[src/rtl/hge_pkg.sv]
package hge_pkg;

  localparam int POS_BITS   = 16;
  localparam int FIELD_BITS = 16;

  localparam logic [POS_BITS-1:0]   POS_MAX   = {POS_BITS{1'b1}};
  localparam logic [FIELD_BITS-1:0] COUNT_MAX = {FIELD_BITS{1'b1}};

  localparam logic [31:0] WORD_GET   = 32'h47455420;
  localparam logic [31:0] WORD_HOST1 = 32'h486F7374;
  localparam logic [31:0] WORD_HOST2 = 32'h686F7374;

  localparam logic [7:0] CH_LF    = 8'h0A;
  localparam logic [7:0] CH_CR    = 8'h0D;
  localparam logic [7:0] CH_SP    = 8'h20;
  localparam logic [7:0] CH_COLON = 8'h3A;

  typedef enum logic [2:0] {
    PH_METHOD = 3'd0,
    PH_SKIP   = 3'd1,
    PH_URL    = 3'd2,
    PH_SEARCH = 3'd3,
    PH_COLON  = 3'd4,
    PH_SPACE  = 3'd5,
    PH_HOST   = 3'd6,
    PH_DONE   = 3'd7
  } phase_t;

  typedef enum logic [2:0] {
    OC_FOUND    = 3'd0,
    OC_NOT_GET  = 3'd1,
    OC_NO_URL   = 3'd2,
    OC_NO_HOST  = 3'd3,
    OC_BAD_SEP  = 3'd4,
    OC_NO_END   = 3'd5,
    OC_TOO_LONG = 3'd6
  } outcome_t;

  typedef struct packed {
    outcome_t              outcome;
    logic [FIELD_BITS-1:0] url_offset;
    logic [FIELD_BITS-1:0] url_len;
    logic [FIELD_BITS-1:0] host_offset;
    logic [FIELD_BITS-1:0] host_len;
  } result_t;

endpackage

[src/rtl/hge_out_buf.sv]
module hge_out_buf (
  input  logic             clk,
  input  logic             rst,
  input  logic             push,
  input  hge_pkg::result_t push_data,
  output logic             full,
  output logic             head_valid,
  input  logic             head_stall,
  output hge_pkg::result_t head_data
);

  logic             skid_valid;
  hge_pkg::result_t skid_data;
  logic             pop;

  assign pop  = head_valid && !head_stall;
  assign full = skid_valid;

  always_ff @(posedge clk) begin
    if (rst) begin
      head_valid <= 1'b0;
      skid_valid <= 1'b0;
    end else if (pop) begin
      if (skid_valid) begin
        head_data  <= skid_data;
        skid_valid <= 1'b0;
      end else begin
        head_valid <= push;
        head_data  <= push_data;
      end
    end else if (push) begin
      if (!head_valid) begin
        head_valid <= 1'b1;
        head_data  <= push_data;
      end else begin
        skid_valid <= 1'b1;
        skid_data  <= push_data;
      end
    end
  end

endmodule

[src/rtl/http_get_host_url_extractor_top.sv]
// channel  | signals                                  | direction
// ---------+------------------------------------------+----------
// in       | in_valid, in_stall, data_byte, last_byte | into block
// out      | out_valid, out_stall, outcome, url_*, host_* | out of block
//
// one byte a cycle unless in_stall is high; results are registered in the buffer
// parse state updates at every accepted byte, the result goes to a two-entry buffer
// in_stall rises only when both buffer entries hold results that wait on out_stall
// rst is synchronous and active high, and returns the parser to the method check
module http_get_host_url_extractor_top (
  input  logic        clk,
  input  logic        rst,
  input  logic        in_valid,
  output logic        in_stall,
  input  logic [7:0]  data_byte,
  input  logic        last_byte,
  output logic        out_valid,
  input  logic        out_stall,
  output logic [2:0]  outcome,
  output logic [15:0] url_offset,
  output logic [15:0] url_len,
  output logic [15:0] host_offset,
  output logic [15:0] host_len
);

  hge_pkg::phase_t                  phase, phase_next;
  logic [hge_pkg::POS_BITS-1:0]     position, position_next;
  logic [39:0]                      recent_bytes, recent_bytes_next;
  logic [hge_pkg::POS_BITS-1:0]     url_begin, url_begin_next;
  logic [hge_pkg::POS_BITS-1:0]     url_size, url_size_next;
  logic [hge_pkg::POS_BITS-1:0]     host_begin, host_begin_next;
  logic [hge_pkg::FIELD_BITS-1:0]   host_count, host_count_next;
  logic                             colon_seen, colon_seen_next;
  hge_pkg::outcome_t                status_held, status_held_next;

  logic             in_fire;
  logic             push;
  logic             buf_full;
  logic [7:0]       prev;
  logic [39:0]      shifted;
  hge_pkg::result_t res;
  hge_pkg::result_t head;
  hge_pkg::outcome_t code;

  assign in_stall = buf_full;
  assign in_fire  = in_valid && !in_stall;
  assign push     = in_fire && last_byte;
  assign prev     = recent_bytes[7:0];
  assign shifted  = {recent_bytes[31:0], data_byte};

  always_ff @(posedge clk) begin
    if (rst) begin
      phase        <= hge_pkg::PH_METHOD;
      position     <= '0;
      recent_bytes <= '0;
      url_begin    <= '0;
      url_size     <= '0;
      host_begin   <= '0;
      host_count   <= '0;
      colon_seen   <= 1'b0;
      status_held  <= hge_pkg::OC_FOUND;
    end else begin
      phase        <= phase_next;
      position     <= position_next;
      recent_bytes <= recent_bytes_next;
      url_begin    <= url_begin_next;
      url_size     <= url_size_next;
      host_begin   <= host_begin_next;
      host_count   <= host_count_next;
      colon_seen   <= colon_seen_next;
      status_held  <= status_held_next;
    end
  end

  always_comb begin
    phase_next        = phase;
    position_next     = position;
    recent_bytes_next = recent_bytes;
    url_begin_next    = url_begin;
    url_size_next     = url_size;
    host_begin_next   = host_begin;
    host_count_next   = host_count;
    colon_seen_next   = colon_seen;
    status_held_next  = status_held;
    code              = hge_pkg::OC_FOUND;
    res               = '0;

    if (in_fire) begin
      if (position == hge_pkg::POS_MAX) begin
        phase_next       = hge_pkg::PH_DONE;
        status_held_next = hge_pkg::OC_TOO_LONG;
      end else begin
        recent_bytes_next = shifted;
        position_next     = position + 1'b1;
        unique case (phase)
          hge_pkg::PH_METHOD: begin
            if (position == hge_pkg::POS_BITS'(3)) begin
              if (shifted[31:0] == hge_pkg::WORD_GET) begin
                phase_next = hge_pkg::PH_SKIP;
              end else begin
                phase_next       = hge_pkg::PH_DONE;
                status_held_next = hge_pkg::OC_NOT_GET;
              end
            end
          end
          hge_pkg::PH_SKIP: begin
            if (data_byte == hge_pkg::CH_CR || data_byte == hge_pkg::CH_LF) begin
              phase_next       = hge_pkg::PH_DONE;
              status_held_next = hge_pkg::OC_NO_URL;
            end else if (data_byte != hge_pkg::CH_SP) begin
              url_begin_next = position;
              phase_next     = hge_pkg::PH_URL;
            end
          end
          hge_pkg::PH_URL: begin
            if (data_byte == hge_pkg::CH_SP) begin
              url_size_next     = position - url_begin;
              recent_bytes_next = '0;
              phase_next        = hge_pkg::PH_SEARCH;
            end else if (data_byte == hge_pkg::CH_CR || data_byte == hge_pkg::CH_LF) begin
              phase_next       = hge_pkg::PH_DONE;
              status_held_next = hge_pkg::OC_NO_URL;
            end
          end
          hge_pkg::PH_SEARCH: begin
            if (shifted == {hge_pkg::CH_LF, hge_pkg::WORD_HOST1} ||
                shifted == {hge_pkg::CH_LF, hge_pkg::WORD_HOST2}) begin
              phase_next = hge_pkg::PH_COLON;
            end
          end
          hge_pkg::PH_COLON: begin
            if (data_byte == hge_pkg::CH_COLON) begin
              phase_next = hge_pkg::PH_SPACE;
            end else begin
              phase_next       = hge_pkg::PH_DONE;
              status_held_next = hge_pkg::OC_BAD_SEP;
            end
          end
          hge_pkg::PH_SPACE: begin
            if (data_byte == hge_pkg::CH_SP) begin
              host_begin_next = position + 1'b1;
              host_count_next = '0;
              colon_seen_next = 1'b0;
              phase_next      = hge_pkg::PH_HOST;
            end else begin
              phase_next       = hge_pkg::PH_DONE;
              status_held_next = hge_pkg::OC_BAD_SEP;
            end
          end
          hge_pkg::PH_HOST: begin
            if (data_byte == hge_pkg::CH_LF) begin
              if (prev == hge_pkg::CH_CR && !colon_seen && host_count != '0) begin
                host_count_next = host_count - 1'b1;
              end
              status_held_next = hge_pkg::OC_FOUND;
              phase_next       = hge_pkg::PH_DONE;
            end else if (!colon_seen) begin
              if (data_byte == hge_pkg::CH_COLON) begin
                colon_seen_next = 1'b1;
              end else if (host_count != hge_pkg::COUNT_MAX) begin
                host_count_next = host_count + 1'b1;
              end
            end
          end
          hge_pkg::PH_DONE: begin
          end
        endcase
      end

      unique case (phase_next)
        hge_pkg::PH_METHOD: code = hge_pkg::OC_NOT_GET;
        hge_pkg::PH_SKIP,
        hge_pkg::PH_URL:    code = hge_pkg::OC_NO_URL;
        hge_pkg::PH_SEARCH: code = hge_pkg::OC_NO_HOST;
        hge_pkg::PH_COLON,
        hge_pkg::PH_SPACE:  code = hge_pkg::OC_BAD_SEP;
        hge_pkg::PH_HOST:   code = hge_pkg::OC_NO_END;
        hge_pkg::PH_DONE:   code = status_held_next;
      endcase

      res.outcome = code;
      if (code == hge_pkg::OC_FOUND) begin
        res.url_offset  = hge_pkg::FIELD_BITS'(url_begin_next);
        res.url_len     = hge_pkg::FIELD_BITS'(url_size_next);
        res.host_offset = hge_pkg::FIELD_BITS'(host_begin_next);
        res.host_len    = host_count_next;
      end

      if (last_byte) begin
        phase_next        = hge_pkg::PH_METHOD;
        position_next     = '0;
        recent_bytes_next = '0;
        url_begin_next    = '0;
        url_size_next     = '0;
        host_begin_next   = '0;
        host_count_next   = '0;
        colon_seen_next   = 1'b0;
        status_held_next  = hge_pkg::OC_FOUND;
      end
    end
  end

  hge_out_buf u_out_buf (
    .clk        (clk),
    .rst        (rst),
    .push       (push),
    .push_data  (res),
    .full       (buf_full),
    .head_valid (out_valid),
    .head_stall (out_stall),
    .head_data  (head)
  );

  assign outcome     = head.outcome;
  assign url_offset  = head.url_offset;
  assign url_len     = head.url_len;
  assign host_offset = head.host_offset;
  assign host_len    = head.host_len;

endmodule

[config.mk]
export PLATFORM = sky130hd
export DESIGN_NAME = http_get_host_url_extractor_top
export DESIGN_NICKNAME = d
export VERILOG_FILES = /design/src/rtl/hge_pkg.sv /design/src/rtl/hge_out_buf.sv /design/src/rtl/http_get_host_url_extractor_top.sv
export SDC_FILE = /design/constraint.sdc
export NUM_CORES = 1
export LEC_CHECK = 0
export ABC_AREA = 1
export BUFFER_PORTS_ARGS = -buffer_cell sky130_fd_sc_hd__buf_4
export CAP_MARGIN = 30
export CORE_ASPECT_RATIO = 1.1
export CORE_MARGIN = 2
export CORE_UTILIZATION = 23
export CTS_BUF_LIST = sky130_fd_sc_hd__clkbuf_8
export CTS_CLUSTER_SIZE = 25
export DETAILED_ROUTE_END_ITERATION = 7
export SKIP_CTS_REPAIR_TIMING = 1
export SYNTH_ARGS = -nofsm -noshare
export SYNTH_HDL_FRONTEND = slang
export SYNTH_SLANG_ARGS = --single-unit
[constraint.sdc]
create_clock -name clk -period 5.05 [get_ports clk]
set_input_delay 0.2525 -clock clk [delete_from_list [all_inputs] [get_ports clk]]
set_output_delay 0.2525 -clock clk [all_outputs]
set_load 0.02 [all_outputs]
### Word level (Yosys, flattened, before mapping)

Index checks and enable logic that the tools add are counted.

* flip-flop bits (word level): 255
* bits of input ports: 13

* mux-type cells: 70
* reductions and logical operators: 25
* bitwise logic cells: 2
* equal/unequal tests: 30
* add/subtract/negate cells: 4

Operators by type and width (count)
* 16-bit 2-to-1 mux: 23
* 67-bit 2-to-1 mux: 5
* 32-bit 2-to-1 mux: 4
* 40-bit by 36-bit equality test with 1-bit output (second input constant): 2
* 64-bit 2-to-1 mux: 1
* 3-bit 2-to-1 mux: 21
* 3-bit one-hot mux with 6 select lines: 2
* 16-bit by 1-bit adder with 16-bit output (second input constant): 2
* 32-bit by 31-bit equality test with 1-bit output (second input constant): 1
* 16-bit one-hot mux with 2 select lines: 1
* 8-bit by 4-bit equality test with 1-bit output (second input constant): 3
* 3-bit equality test (second input constant): 7
* 3-bit one-hot mux with 7 select lines: 1
* 16-bit equality test (second input constant): 1
* 16-bit by 2-bit equality test with 1-bit output (second input constant): 1
* 8-bit by 6-bit equality test with 1-bit output (second input constant): 2
* 16-bit inequality test (second input constant): 1
* 16-bit nonzero test: 1
* 16-bit by 1-bit subtractor with 16-bit output (second input constant): 1
* 16-bit subtractor: 1
* 3-bit by 2-bit equality test with 1-bit output (second input constant): 4
* 1-bit 2-to-1 mux: 10
* 3-bit zero test: 3
* 8-bit by 6-bit inequality test with 1-bit output (second input constant): 1
* 16 further kinds: 32

### Logic depth before layout (Yosys ltp)

* depth in word-level cells: 17
* mapped depth: 18
* gate-level depth less buffers: 17

### Cells and area by module

From an unflattened synthesis, not the netlist that was laid out.

* cells, all modules: 1836
* area total of the unflattened synthesis: 14104.8 um^2

By module, submodules not included
* http_get_host_url_extractor_top: cells each 1470, area an instance 9122.5 um^2, seq. area each 2382.3 um^2, times used 1
* hge_out_buf: cells each 366, area an instance 4982.3 um^2, seq. area each 4063.9 um^2, times used 1

### Worst setup path before layout

No wires, ideal clock.

* path kind: flip-flop to flip-flop
* start: reg u_out_buf.skid_valid (netlist: u_out_buf.full)
* end: reg u_out_buf.head_data[0] (netlist name), enable pin
* slack: 0.328 ns
* data arrival time: 4.208 ns
* cell stages (with the launch flop): 7
* required time: 4.536 ns
* period minus slack after synthesis: 4.722 ns
* path through: dfxtp_1 inv_1 nand2_1 clkbuf_1 nor2_1 nand2_1 a21oi_1

* cells in the longest elaborated chain, start to end: 5

Ends and longest elaborated chain
* from (decl): line hge_out_buf.sv:12 `logic skid_valid;`
* from (signal assigned): line hge_out_buf.sv:22 `skid_valid <= 1'b0;`
* from (signal assigned): line hge_out_buf.sv:26 `skid_valid <= 1'b0;`
* from (signal assigned): line hge_out_buf.sv:36 `skid_valid <= 1'b1;`
* 1-bit zero test: line http_get_host_url_extractor_top.sv:46 `assign in_fire = in_valid && !in_stall;`
* 1-bit logical AND: line http_get_host_url_extractor_top.sv:46
* 1-bit logical AND: line http_get_host_url_extractor_top.sv:47 `assign push = in_fire && last_byte;`
* 2-bit nonzero test (no source line)
* 3-bit AND reduction (no source line)
* to (signal assigned): line hge_out_buf.sv:25 `head_data <= skid_data;`
* to (signal assigned): line hge_out_buf.sv:29 `head_data <= push_data;`
* to (signal assigned): line hge_out_buf.sv:34 `head_data <= push_data;`
* to (decl): line hge_out_buf.sv:9 `output hge_pkg::result_t head_data`

No other way between the ends.
A chain may end at the register's enable or synchronous reset.

### Worst setup path after layout

* start: in data_byte[6]
* end: reg u_out_buf.head_data[0] (netlist name) (data pin)

* cells in the longest elaborated chain, start to end: 17
* elaborated cells between the ends (all ways): 57
* those cells by class: 15 x eq/ne; 36 x mux; 6 x reduce/logical

Ends and longest elaborated chain
* from (decl): line http_get_host_url_extractor_top.sv:15 `input logic [7:0] data_byte,`
* 8-bit by 4-bit equality test with 1-bit output (on tied branches): line http_get_host_url_extractor_top.sv:107, http_get_host_url_extractor_top.sv:120, http_get_host_url_extractor_top.sv:151
* 1-bit logical OR: line http_get_host_url_extractor_top.sv:107, http_get_host_url_extractor_top.sv:120
* 3-bit 2-to-1 mux: line http_get_host_url_extractor_top.sv:120 `end else if (data_byte == hge_pkg::CH_CR || data_byte == hge_pkg::CH_LF) begin`
* 3-bit 2-to-1 mux: line http_get_host_url_extractor_top.sv:116 `if (data_byte == hge_pkg::CH_SP) begin`
* 3-bit one-hot mux with 7 select lines: line http_get_host_url_extractor_top.sv:95 `unique case (phase)`
* 3-bit 2-to-1 mux: line http_get_host_url_extractor_top.sv:89 `if (position == hge_pkg::POS_MAX) begin`
* 3-bit 2-to-1 mux: line http_get_host_url_extractor_top.sv:88 `if (in_fire) begin`
* 3-bit equality test (tied with other cells): line http_get_host_url_extractor_top.sv:170 `unique case (phase_next)`
* 2-bit OR reduction: line http_get_host_url_extractor_top.sv:170
* 3-bit one-hot mux with 6 select lines: line http_get_host_url_extractor_top.sv:170
* 3-bit 2-to-1 mux: line http_get_host_url_extractor_top.sv:88
* 3-bit zero test: line http_get_host_url_extractor_top.sv:182 `if (code == hge_pkg::OC_FOUND) begin`
* 64-bit 2-to-1 mux (*): line http_get_host_url_extractor_top.sv:182
* 67-bit 2-to-1 mux (*): line http_get_host_url_extractor_top.sv:88
* 67-bit 2-to-1 mux: line hge_out_buf.sv:32 `if (!head_valid) begin`
* 67-bit 2-to-1 mux: line hge_out_buf.sv:31 `end else if (push) begin`
* 67-bit 2-to-1 mux (*): line hge_out_buf.sv:23 `end else if (pop) begin`

Every way passes the cells marked *; elsewhere a longest branch is shown, timed or not. The select of a mux whose other input is x is not followed.

==> summary.md <==
| Metric | Value |
|---|---|
| Status | complete, no violations |
| # diodes | 0 |
| Synth Register Bits | 255 |
| Critical path peak fanout | 36 |
| Overflow after GRT | 0 |
| Power Total | 4.254 mW |
| Commonest non-fill, non-tap cell in the layout | nand2_1 |
| Sequential element share of the synthesized area | between 40% and 50% |
| Nets | just under 2000 |
| CTS clock-pin slew for the worst setup and hold paths | about 0.060 ns |
| DRT antenna net count | 0 |
| Worst Path Buf+Inv | 5 |
| Slew Limit Headroom | 43.09% |
| # setup viols final | 0 |
| DRT Wirelength | 37380 µm |
| Skew final | 0.02498 ns |
| Post-synth top flop | edfxtp_1 |
| CP required | 5.51 ns |
| Drc violations | 0 |
| Pre-CTS setup slack | 1.542 ns |
| Asr flop ratio synth | 0% |
| Number of port buffers | 81 |
| Die Y | 261.4 µm |
| DP Wirelength | between 20000 and 30000 µm |
| # H-tree levels | 2 |
| First-pass GRT wire length | 60260 µm |
| Drt via density | 4.269 |
| Syn Nets | 1875 |
| Final core utilization | approximately 27% |
| Filler Cell Count | 6554 |
| IO Pins | 82 |
| Max Fclk | about 0.3 GHz |
| Syn. warnings | 0 |
| Largest net degree at the start of global routing | 73 |
| Antenna violations before repair | 0 |
| Wire per inst | 13.74 µm |
| Area grow syn2layout | 16.89% |
| Slew @ Worst Pin | 0.8528 ns |
| Pwr/cell area | ~260 nW/µm² |
| Num Clock Sinks | 255 |
| CTS Buf Count | 46 |
| CORE AREA | 59750 µm² |
| Number of placement rows | 94 |
| CP Class | in -> reg |
| Starting DRT DRC Count | 725 |
| Min Clock Period, post-route | ~3.4 ns |
| GP Congestion | 0.9039 |
| Worst EP arrival | 3.89 ns |
| Most used cells in the layout excluding fill and tap cells | nand2_1 (580), inv_1 (292), nor2_1 (134), edfxtp_1 (134), dfxtp_1 (121) |
| WHS | 0.02792 ns |
| CP startpoint kind | input port |
| Leak Pwr | 7.250 nW |
| Synth cell types | 45 |
| Vias in the first global route | 11290 |
| Slowest stage cell, crit path | nor2_8 |
| Clock Latency Late Sink | 0.61 ns |
| Post-synth EDFFs | ~130 |
| Starting Density | a little under a quarter |
| Max-cap violations | 0 |
| Slew Viols, Final | 0 |
| Die area | 62220 µm² |
| Syn Area/Cell | 7.518 µm² |
| Clock Tree Buf Depth | 3 |
| Min-Delay Path Class | in -> reg |
| TritonCTS clock tree | yes |
| Via Count | approximately 12000 |
| First drt pass iteration count | 5 |
| RSZ-0062 raised after global routing | no |
| CP cell instances | dlygate4sd3_1 > buf_4 > inv_1 > nand2_1 > nor2_1 > nand2_2 > inv_2 > nand2_2 > nand2_1 > nor2_1 > nand2_2 > nor2_1 > nand2_1 > nand2_1 > nand2_1 > nand2_2 > nor2_8 > buf_12 > nand3_1 > nand2_1 |
| Final period util | 67.79% |
| Die W | 238.0 µm |
| Post-synthesis cell area | between 10000 and 15000 µm² |
| Peak supply drop | 0.0001206 V |
| Endpoint type of the worst setup path | register |
| Cell mode on critical path | nand2_1 |
| Tot GR Track Use | between 10% and 20% |
| Post-Syn Instances | ~1800 |
| Max stage delay on crit path | between 0.6 and 0.7 ns |
| Setup slack after layout | 1.627 ns |
| Clk root buf | clkbuf_8 |
| Top delay family on crit path | simple AND/OR/NAND/NOR gates |
| Fin. Hold Viols | 0 |
| Share of layout cells above drive strength 1 | 13.47% |
| Setup TNS Final | 0 ns |
-- logic make-up after synthesis --
kind of cell / count (synthesis) / synth area share [%]
adders and majority gates: 19 / 1.770
DFF: 255 / 46.52
AOI/OAI and AO/OA: 247 / 9.536
and+or+nand+nor: 926 / 29.90
buffers and inverters: 368 / 10.50
xor gates and xnor gates: 28 / 1.770
-- sequential cells by signal, indices dropped and copies added, names as in the netlist --
name / flops
url_begin: 16
host_count: 16
url_size: 16
u_out_buf.head_data: 67
recent_bytes: 32
colon_seen: 1
position: 16
u_out_buf.skid_data: 67
host_begin: 16
u_out_buf.head_valid: 1
u_out_buf.full: 1
status_held: 3
phase: 3
-- cells in the mapped netlist (9+ instances only) --
cell type	count	area, µm²
nand2_1	582	2185
inv_1	279	1047
nor2_1	137	514.2
edfxtp_1	134	4024
a21oi_1	121	605.6
dfxtp_1	121	2422
o21ai_0	80	400.4
nand3_1	74	370.4
nand3_2	64	640.6
clkbuf_1	59	221.5
o22ai_1	25	156.4
nand4_1	20	125.1
xor2_1	19	166.4
ha_1	18	225.2
nor3_1	17	85.08
or2_2	13	81.33
xnor2_1	9	78.83
-- metrics by stage --
| stage | instances | instance area, µm² |
|---|---|---|
| after floorplan | 1843 | 13860 |
| after global placement | 2625 | 15230 |
| after detailed placement | 2627 | 15260 |
| after CTS | 2712 | 16120 |
| after global routing | 2720 | 16200 |
| final | 2720 | 16200 |
-- final cells by class --
cell class                      count  area (µm²)  share of cell area (%)
Clock inverter                     33       143.9                  0.8884
Inverter                          290        1089                   6.721
Tap cell                          768       960.9                   5.933
Clock buffer                       52       715.7                   4.419
Multi-Input combinational cell   1220        6002                   37.06
Timing Repair Buffer              102       838.3                   5.176
Sequential cell                   255        6446                   39.80
-- routing by layer --
metal / track usage (%) / vias up / wire length [µm]
met5: 0 / - / 0
li1: - / 6025 / -
met2: 21.47 / 205 / 18690
met4: 3.802 / 0 / 774
met3: 2.456 / 45 / 1658
met1: 14.87 / 5336 / 16260
-- worst register-to-register path: cells and delay by family, from the launching register on --
kind          cells  cell delay (ns)
simple gates     14             2.16
flops             1             0.46
buf+inv           1             0.33
fa+ha+maj         1             0.27
-- power by group --
| part | internal, mW | switching [mW] |
|---|---|---|
| sequential | 2.20 | 0.0138 |
| clock | 0.944 | 0.892 |
| combinational | 0.0580 | 0.148 |
-- final timing paths --
kind / startpoint / end / slack [ns] / cells after the start
worst min register to register: host_begin[8] / host_begin[8] / 0.46 / 2
worst max register to register: position[1] / u_out_buf.head_data[0] / 1.69 / 16
worst max-delay path: data_byte[6] / u_out_buf.head_data[0] / 1.63 / 20
worst min-delay path: data_byte[5] / recent_bytes[5] / 0.03 / 5
Note: power is estimated with default switching activity, not from simulation.
